===== config.mk =====
export PLATFORM = sky130hd
export DESIGN_NAME = ps2_mouse_packet_decoder_top
export DESIGN_NICKNAME = d
export VERILOG_FILES = /design/src/sv/ps2m_pkg.sv /design/src/sv/ps2_mouse_packet_decoder_top.sv /design/src/sv/ps2m_assembler.sv /design/src/sv/ps2m_emitter.sv
export SDC_FILE = /design/constraint.sdc
export NUM_CORES = 1
export LEC_CHECK = 0
export BUFFER_PORTS_ARGS = -buffer_cell sky130_fd_sc_hd__buf_2
export CAP_MARGIN = 20
export CORE_MARGIN = 2
export CORE_UTILIZATION = 48
export CTS_BUF_LIST = sky130_fd_sc_hd__clkbuf_16
export CTS_CLUSTER_SIZE = 20
export DETAILED_ROUTE_END_ITERATION = 8
export PLACE_DENSITY_LB_ADDON = 0.05
export SYNTH_ARGS = -nofsm -noshare
export SYNTH_HDL_FRONTEND = slang
export SYNTH_SLANG_ARGS = --single-unit

===== constraint.sdc =====
create_clock -name clk -period 2.8 [get_ports clk]
set_input_delay 0.84 -clock clk [delete_from_list [all_inputs] [get_ports clk]]
set_output_delay 0.84 -clock clk [all_outputs]
set_load 0.02 [all_outputs]

===== src/sv/ps2m_pkg.sv =====
// Shared types and constants for the PS/2 mouse packet decoder.
`timescale 1ns / 1ps

package ps2m_pkg;

  localparam int BYTE_W = 8;
  localparam int MOVE_W = 9;
  localparam int NUM_BUTTONS = 3;
  localparam int NUM_SLOTS = NUM_BUTTONS + 1;
  localparam int OUT_DATA_W = 24;

  localparam int HDR_LEFT_BIT = 0;
  localparam int HDR_RIGHT_BIT = 1;
  localparam int HDR_MIDDLE_BIT = 2;
  localparam int HDR_SYNC_BIT = 3;
  localparam int HDR_XSIGN_BIT = 4;
  localparam int HDR_YSIGN_BIT = 5;

  typedef enum logic [1:0] {
    EV_PRESS   = 2'd0,
    EV_RELEASE = 2'd1,
    EV_MOVE    = 2'd2
  } event_kind_t;

  typedef enum logic [1:0] {
    BTN_LEFT   = 2'd0,
    BTN_MIDDLE = 2'd1,
    BTN_RIGHT  = 2'd2
  } button_t;

  // Events caused by one byte: one slot per button, then the movement slot.
  typedef struct packed {
    logic [NUM_BUTTONS-1:0] btn_valid;
    logic [NUM_BUTTONS-1:0] btn_press;
    logic                   move_valid;
    logic signed [MOVE_W-1:0] move_x;
    logic signed [MOVE_W-1:0] move_y;
  } evset_t;

endpackage


===== src/sv/ps2_mouse_packet_decoder_top.sv =====
// Top level of the PS/2 mouse three-byte packet decoder.
//
// The slave stream takes one raw mouse byte per transaction in s_tdata.
// Bytes are gathered into three-byte packets; a packet whose first byte
// lacks the sync bit drops its oldest byte instead and yields nothing.
// A valid packet yields a press or release event for each of left, middle
// and right whose level changed, then a movement event when X or Y is
// nonzero, on the master stream; m_tuser gives the event kind and m_tlast
// marks the final event caused by the byte.
// A byte's first event appears on the cycle after the byte is taken, and
// events leave the event register one per cycle while m_tready is high.
// A byte causes at most four events and holds the input until its last
// event is taken; the next byte is taken in the same cycle as the last
// event of the previous one. Bytes with no events are taken every cycle.
// When the receiver stalls, the current event holds and s_tready stays
// low until its final event is taken.
// Reset empties the packet buffer, clears the button levels to released
// and drops any pending events.
`timescale 1ns / 1ps

module ps2_mouse_packet_decoder_top (
  input  logic                           clk,
  input  logic                           rst,
  input  logic                           s_tvalid,
  output logic                           s_tready,
  input  logic [ps2m_pkg::BYTE_W-1:0]    s_tdata, // data_byte
  output logic                           m_tvalid,
  input  logic                           m_tready,
  output logic [ps2m_pkg::OUT_DATA_W-1:0] m_tdata, // which_button, move_x, move_y
  output logic [1:0]                     m_tuser, // event_kind
  output logic                           m_tlast  // last_of_packet
);
  import ps2m_pkg::*;

  evset_t evset;
  logic   accept;
  logic   can_load;

  assign s_tready = can_load;
  assign accept   = s_tvalid && s_tready;

  ps2m_assembler u_assembler (
    .clk        (clk),
    .rst        (rst),
    .byte_valid (accept),
    .data_byte  (s_tdata),
    .evset      (evset)
  );

  ps2m_emitter u_emitter (
    .clk      (clk),
    .rst      (rst),
    .load     (accept),
    .evset    (evset),
    .can_load (can_load),
    .m_tvalid (m_tvalid),
    .m_tready (m_tready),
    .m_tdata  (m_tdata),
    .m_tuser  (m_tuser),
    .m_tlast  (m_tlast)
  );

  a_burst_continues: assert property (@(posedge clk) disable iff (rst)
    m_tvalid && m_tready && !m_tlast |=> m_tvalid)
    else $error("event burst broke off before its final event");

  a_accept_only_at_end: assert property (@(posedge clk) disable iff (rst)
    accept && m_tvalid |-> (m_tready && m_tlast))
    else $error("byte taken while events were still pending");

  a_move_is_last: assert property (@(posedge clk) disable iff (rst)
    m_tvalid && (m_tuser == EV_MOVE) |-> m_tlast)
    else $error("movement event not marked as final");

  a_reset_empties: assert property (@(posedge clk)
    $past(rst) |-> !m_tvalid)
    else $error("events pending right after reset");

endmodule


===== src/sv/ps2m_assembler.sv =====
// Packet assembly, resynchronisation and button change detection.
`timescale 1ns / 1ps

module ps2m_assembler (
  input  logic                       clk,
  input  logic                       rst,
  input  logic                       byte_valid,
  input  logic [ps2m_pkg::BYTE_W-1:0] data_byte,
  output ps2m_pkg::evset_t           evset
);
  import ps2m_pkg::*;

  logic [BYTE_W-1:0]      held0;
  logic [BYTE_W-1:0]      held1;
  logic [1:0]             held_count;
  logic [NUM_BUTTONS-1:0] button_levels;

  logic                   third;
  logic                   sync_ok;
  logic [NUM_BUTTONS-1:0] new_levels;
  logic                   packet_ok;

  always_comb begin
    third      = (held_count == 2'd2);
    sync_ok    = held0[HDR_SYNC_BIT];
    packet_ok  = third && sync_ok;
    new_levels = {held0[HDR_RIGHT_BIT], held0[HDR_MIDDLE_BIT], held0[HDR_LEFT_BIT]};

    evset.btn_press  = new_levels;
    evset.btn_valid  = packet_ok ? (new_levels ^ button_levels) : '0;
    evset.move_x     = {held0[HDR_XSIGN_BIT], held1};
    evset.move_y     = {held0[HDR_YSIGN_BIT], data_byte};
    evset.move_valid = packet_ok && ((evset.move_x != '0) || (evset.move_y != '0));
  end

  always_ff @(posedge clk) begin
    if (rst) begin
      held_count    <= 2'd0;
      button_levels <= '0;
    end else if (byte_valid) begin
      if (!third) begin
        if (held_count[0]) begin
          held1 <= data_byte;
        end else begin
          held0 <= data_byte;
        end
        held_count <= held_count + 2'd1;
      end else if (!sync_ok) begin
        held0 <= held1;
        held1 <= data_byte;
      end else begin
        held_count    <= 2'd0;
        button_levels <= new_levels;
      end
    end
  end

endmodule


===== src/sv/ps2m_emitter.sv =====
// Event register that presents the pending events of one byte in order.
`timescale 1ns / 1ps

module ps2m_emitter (
  input  logic                           clk,
  input  logic                           rst,
  input  logic                           load,
  input  ps2m_pkg::evset_t               evset,
  output logic                           can_load,
  output logic                           m_tvalid,
  input  logic                           m_tready,
  output logic [ps2m_pkg::OUT_DATA_W-1:0] m_tdata, // button, move_x, move_y, zero pad
  output logic [1:0]                     m_tuser, // kind
  output logic                           m_tlast
);
  import ps2m_pkg::*;

  logic [NUM_SLOTS-1:0]     pending;
  logic [NUM_BUTTONS-1:0]   press;
  logic signed [MOVE_W-1:0] mx;
  logic signed [MOVE_W-1:0] my;

  logic [NUM_SLOTS-1:0]     sel;
  event_kind_t              kind;
  button_t                  which;
  logic signed [MOVE_W-1:0] out_x;
  logic signed [MOVE_W-1:0] out_y;
  logic                     taken;

  always_comb begin
    sel   = '0;
    kind  = EV_MOVE;
    which = BTN_LEFT;
    out_x = '0;
    out_y = '0;
    priority if (pending[0]) begin
      sel   = 4'b0001;
      kind  = press[0] ? EV_PRESS : EV_RELEASE;
      which = BTN_LEFT;
    end else if (pending[1]) begin
      sel   = 4'b0010;
      kind  = press[1] ? EV_PRESS : EV_RELEASE;
      which = BTN_MIDDLE;
    end else if (pending[2]) begin
      sel   = 4'b0100;
      kind  = press[2] ? EV_PRESS : EV_RELEASE;
      which = BTN_RIGHT;
    end else if (pending[3]) begin
      sel   = 4'b1000;
      out_x = mx;
      out_y = my;
    end
    m_tvalid = |pending;
    m_tlast  = ((pending & ~sel) == '0);
    m_tdata  = {4'b0000, out_y, out_x, which};
    m_tuser  = kind;
    taken    = m_tvalid && m_tready;
    can_load = !m_tvalid || (taken && m_tlast);
  end

  always_ff @(posedge clk) begin
    if (rst) begin
      pending <= '0;
    end else if (load) begin
      pending <= {evset.move_valid, evset.btn_valid};
    end else if (taken) begin
      pending <= pending & ~sel;
    end
  end

  always_ff @(posedge clk) begin
    if (load) begin
      press <= evset.btn_press;
      mx    <= evset.move_x;
      my    <= evset.move_y;
    end
  end

endmodule


==> flow_summary.toml, run 1 <==
[status]
outcome = "finished clean"

[detailed_routing]
drc = 0
vias = 1380
viasPerCell = 5.476
firstDrtPassIters = 4
drtIter0Drc = 72
routed_wl_um = 3967
ant_nets = 0
post_drt_wl_per_cell_um = 15.74

[clocking]
cts_root_buf = "clkbuf_16"
insertion_delay_ns = 0.28
hold_buffers = 0
cts-buffers-inserted = 5
htree_levels = 2
cts_tree = "yes"
clkSinkCount = 44
clk_pin_slew_worst_paths_ns = 0.06
cts_max_path_buffers = 2

[logic_synthesis]
synth.top_cell.area_share_pct = 54.19
syn-instance-count = 161
ys_top_cells_by_count = "edfxtp_1, and3_1, nand2_1, o21ai_0, dfxtp_1"
yosys_warnings = 0
synth_area_um2 = 1939
synth_area_per_cell_um2 = 12.05
yosysMostFrequentCell = "edfxtp_1"
synth_area_leaders = "edfxtp_1, dfxtp_1, and3_1, nand2_1, o21ai_0"
ys.flop_type = "edfxtp_1"
synth-edff-count = 35
synth_largest_area_cell = "edfxtp_1"
yosys_register_bits = 44
async_flop_share_pct = 0
ys_seq_area_share_pct = 63.48
synth.distinct_cells = 37

[grt]
grt_use_total_pct = 19.09
antenna_found_initial = 0
grt_max_degree = 24
grt_pass1_vias = 1250
grt_overflow_total = 0
grt_pass1_wl_um = 6099

[floorplan]
design.core.area_um2 = 3943
die_area_um2 = 4565
die_y_um = 67.57
rows = 23
die_w_um = 67.57
start_util_pct = 49.19
ios = 41

[finish]
multi_input_area_um2 = 639.4
final_area_um2 = 2365
ff_latch_area_um2 = 1231
drive_above_1_share_pct = 28.71
final_nets = 213
post-route-util_pct = 59.98
area_delta_synth_final_pct = 21.94
fillers = 351
antennaDiodeCount = 0
fin_cells = 252

[timing]
setup_slack_ns = 0.1127
min_period_ns = 2.687
skew_ns = 0.004561
final_max_slew_viol_count = 0
whs_ns = 0.4690
slew-limit-headroom_pct = 54.93
max_freq_ghz = 0.3721
worst_pin_slew_ns = 0.6751
min_period_over_period_pct = 95.98
finalSetupViolations = 0
final_hold_viol_count = 0
rsz0062_at_grt = "false"
tns_ns = 0

[placed_design]
dpl_worst_slack_ns = 0.001849
dp.cells = 244
dpl_cell_area_um2 = 2192
portBuffers = 36
gp_congestion = 0.8397
dp_hpwl_um = 2841

[worst_setup_path]
crit_path_start_kind = "input pin"
reg2reg_depth = 5
rrSetupSlack_ns = 0.37
reg2reg_from = "u_emitter.pending[0]"
critical_path_required_ns = 1.96
critPathKind = "input pin to output port"
cp_max_fo = 6
r2r_end = "u_assembler.held0[5]"
end_kind = "output port"
startpoint = "m_tready"
cp.arrival_ns = 1.85
endpoint = "s_tready"

[power]
leakage_nw = 1.022
power.density_nw_per_um2 = 630.9
total_power_mw = 1.492
ir_drop_mv = 0.3993

[min_path]
hold_path.class = "flip-flop to flip-flop"

[job]
max_cap_viol_count = 0
worst max-delay path: stages:
cell and delay, ns:
buf_2 0.12, or4b_2 0.60, o21ai_0 0.09, buf_2 0.19
placed cells by master, fill, tap and decap left out, types with 3 or more instances in the layout:
cell,count
a21oi_1,3
and3_1,18
buf_2,36
buf_4,6
clkbuf_16,5
conb_1,4
dfxtp_1,9
edfxtp_1,35
inv_1,5
mux2i_1,3
nand2_1,15
nand2b_1,5
nor2b_1,3
nor3_1,6
nor4_1,4
o21ai_0,10
xnor2_1,3
worst min-delay path by stage:
| stage | to | depth (start not counted) | start |
|---|---|---|---|
| global placement | u_emitter.mx[6] | 0 | u_assembler.held1[6] |
| floorplan | u_emitter.mx[6] | 0 | u_assembler.held1[6] |
| CTS | u_emitter.mx[6] | 0 | u_assembler.held1[6] |
| global route | u_emitter.mx[6] | 0 | u_assembler.held1[6] |
| detailed placement | u_emitter.mx[6] | 0 | u_assembler.held1[6] |
| finish | u_emitter.mx[6] | 0 | u_assembler.held1[6] |
cells by family after synthesis:
kind of cell | synth area share, %
adders and majority gates | 0.5161
muxes | 1.548
and+or+nand+nor | 20.00
buffers and inverters | 4.645
xor gates and xnor gates | 1.355
DFF | 63.48
other | 0.1934
AOI/OAI and AO/OA | 8.258
registers in the layout (all words and copies together), names as in the netlist:
register	cells
u_emitter.pending	4
u_assembler.held1	8
u_assembler.held_count	2
u_emitter.mx	9
u_emitter.press	3
u_emitter.my	9
u_assembler.held0	6
u_assembler.button_levels	3
layout make-up:
| cell class | count | area share (%) |
|---|---|---|
| sequential | 44 | 52.06 |
| tap | 50 | 2.646 |
| timing repair buffer | 43 | 10.37 |
| inverter | 5 | 0.7937 |
| clock buffer | 5 | 5.291 |
| clock inverter | 3 | 1.799 |
| multi-input combinational | 102 | 27.04 |
metal layers:
metal / wire length, um / vias up / GRT usage (%) / part of all wire, %
li1: - / 673 / - / -
met1: 1839 / 647 / 25.52 / 46
met3: 241 / 8 / 5.333 / 6.1
met4: 68 / 0 / 7.653 / 1.7
met2: 1817 / 52 / 29.41 / 46
met5: 0 / - / 0 / 0
repair_timing:
item,4_1_cts,5_1_grt
buffers inserted,0,0
setup endpoints to repair,0,1
gates resized for setup,0,2
where the power goes:
part           leakage (nW)  switching, mW  internal, mW  total [mW]
combinational         0.534         0.0550        0.0344      0.0894
sequential            0.407         0.0170         0.737       0.754
clock                0.0814          0.230         0.419       0.649
(Power assumes the default switching activity.)
==> run 2, diff against run 1 <==
==> constraint.sdc (replaced) <==
create_clock -name clk -period 2.8 [get_ports clk]
set_input_delay 0.42 -clock clk [delete_from_list [all_inputs] [get_ports clk]]
set_output_delay 0.42 -clock clk [all_outputs]
set_load 0.02 [all_outputs]
==> flow_summary.toml, run 2 (synthesis gave the netlist of run 1 again) <==
[detailed_routing]
viasPerCell = 5.400
post_drt_wl_per_cell_um = 15.36
firstDrtPassIters = 4
drtIter0Drc = 58
drc = 0
vias = 1350
routed_wl_um = 3841
ant_nets = 0

[clocking]
insertion_delay_ns = 0.28
clkSinkCount = 44
post_cts_resized = 0
postCtsSetupBuffers = 0
clk_pin_slew_worst_paths_ns = 0.06
hold_buffers = 0
cts_root_buf = "clkbuf_16"
cts_max_path_buffers = 2
cts_tree = "yes"
htree_levels = 2
cts-buffers-inserted = 5

[timing]
min_period_over_period_pct = 83.46
tns_ns = 0
max_freq_ghz = 0.4279
final_hold_viol_count = 0
final_max_slew_viol_count = 0
setup_slack_ns = 0.4632
finalSetupViolations = 0
worst_pin_slew_ns = 0.5404
skew_ns = 0.002829
rsz0062_at_grt = "false"
whs_ns = 0.3447
min_period_ns = 2.337
slew-limit-headroom_pct = 63.70

[status]
outcome = "finished clean"

[worst_setup_path]
cp_max_fo = 14
critPathKind = "flip-flop to flip-flop"
crit_path_max_incr_delay_ns = 0.68
crit_path_start_kind = "flip-flop"
critical_path_required_ns = 2.80
end_kind = "flip-flop"
path_cells = "or4b_2 -> a21boi_0 -> nand2_1 -> a2111oi_2 -> buf_4"
cp.arrival_ns = 2.34
cp_slowest_cell = "or4b_2"

[finish]
reg.largest.list = "u_emitter.mx x9, u_emitter.my x9, u_assembler.held1 x8"
final_area_um2 = 2327
mostFrequentLayoutCell = "buf_2"
antennaDiodeCount = 0
drive_above_1_share_pct = 28.00
layout_common_cells = "buf_2, edfxtp_1, and3_1"
area_delta_synth_final_pct = 20.00
final_nets = 211

[grt]
grt_use_total_pct = 18.29
grt_pass1_vias = 1143
grt_pass1_wl_um = 5782
antenna_found_initial = 0
grt_overflow_total = 0
grt_max_degree = 23

[power]
leakage_nw = 1.003
total_power_mw = 1.487
ir_drop_mv = 0.3654
power.density_nw_per_um2 = 638.8

[floorplan]
die_y_um = 67.57
design.core.area_um2 = 3943
rows = 23
die_area_um2 = 4565
start_util_pct = 49.19
ios = 41
die_w_um = 67.57

[placed_design]
dpl_worst_slack_ns = 0.4443
gp_congestion = 0.8399
portBuffers = 36
dpl_cell_area_um2 = 2160
dp_hpwl_um = 2679

[min_path]
hold_path.class = "input pin to flip-flop"

[job]
max_cap_viol_count = 0
-- run 2: cell types whose count changed in the layout (fill, tap and decap cells not counted), sizes merged --
cell | previous run | this run
buf | 43 | 41
clkinv | 2 | 1
clkinvlp | 0 | 1
-- run 2: metrics by stage --
step	utilization [%]	instances
4_1_cts	59.03	250
6_report	59.03	250
2_1_floorplan	-	164
3_5_place_dp	54.78	242
3_3_place_gp	54.78	242
5_1_grt	59.03	250
-- run 2: final timing paths --
kind | from | end | cells after the start | slack [ns]
min | s_tdata[7] | u_assembler.held1[7] | 1 | 0.34
max reg2reg | u_emitter.pending[0] | u_assembler.held0[0] | 5 | 0.46
min reg2reg | u_assembler.held1[6] | u_emitter.mx[6] | 0 | 0.46
max | u_emitter.pending[0] | u_assembler.held0[0] | 5 | 0.46
-- run 2: layout make-up --
class                           instances  area [um^2]
Inverter                                5        18.77
Clock inverter                          3        42.54
Fill cell                             327         1615
Tap cell                               50        62.56
Sequential cell                        44         1231
Clock buffer                            5        125.1
Multi-Input combinational cell        102        629.4
Timing Repair Buffer                   41        217.7
-- run 2: power by group --
| part | internal, mW | total [mW] | switching, mW |
|---|---|---|---|
| sequential | 0.737 | 0.752 | 0.0153 |
| clock | 0.418 | 0.650 | 0.232 |
| combinational | 0.0301 | 0.0842 | 0.0540 |
-- run 2: worst max-delay path: cells and delay by family (launching register included) --
kind                   cells  cell delay, ns
AOI/OAI and AO/OA          2            0.57
DFF                        1            0.44
and+or+nand+nor            2            0.84
buffers and inverters      1            0.20
-- run 2: metal layers --
metal  vias up  track usage (%)  share of wire, %
met3         5            5.000               5.6
met2        45            25.12                44
met5         -                0                 0
met4         0            8.929               2.0
met1       630            26.56                48
li1        670                -                 -
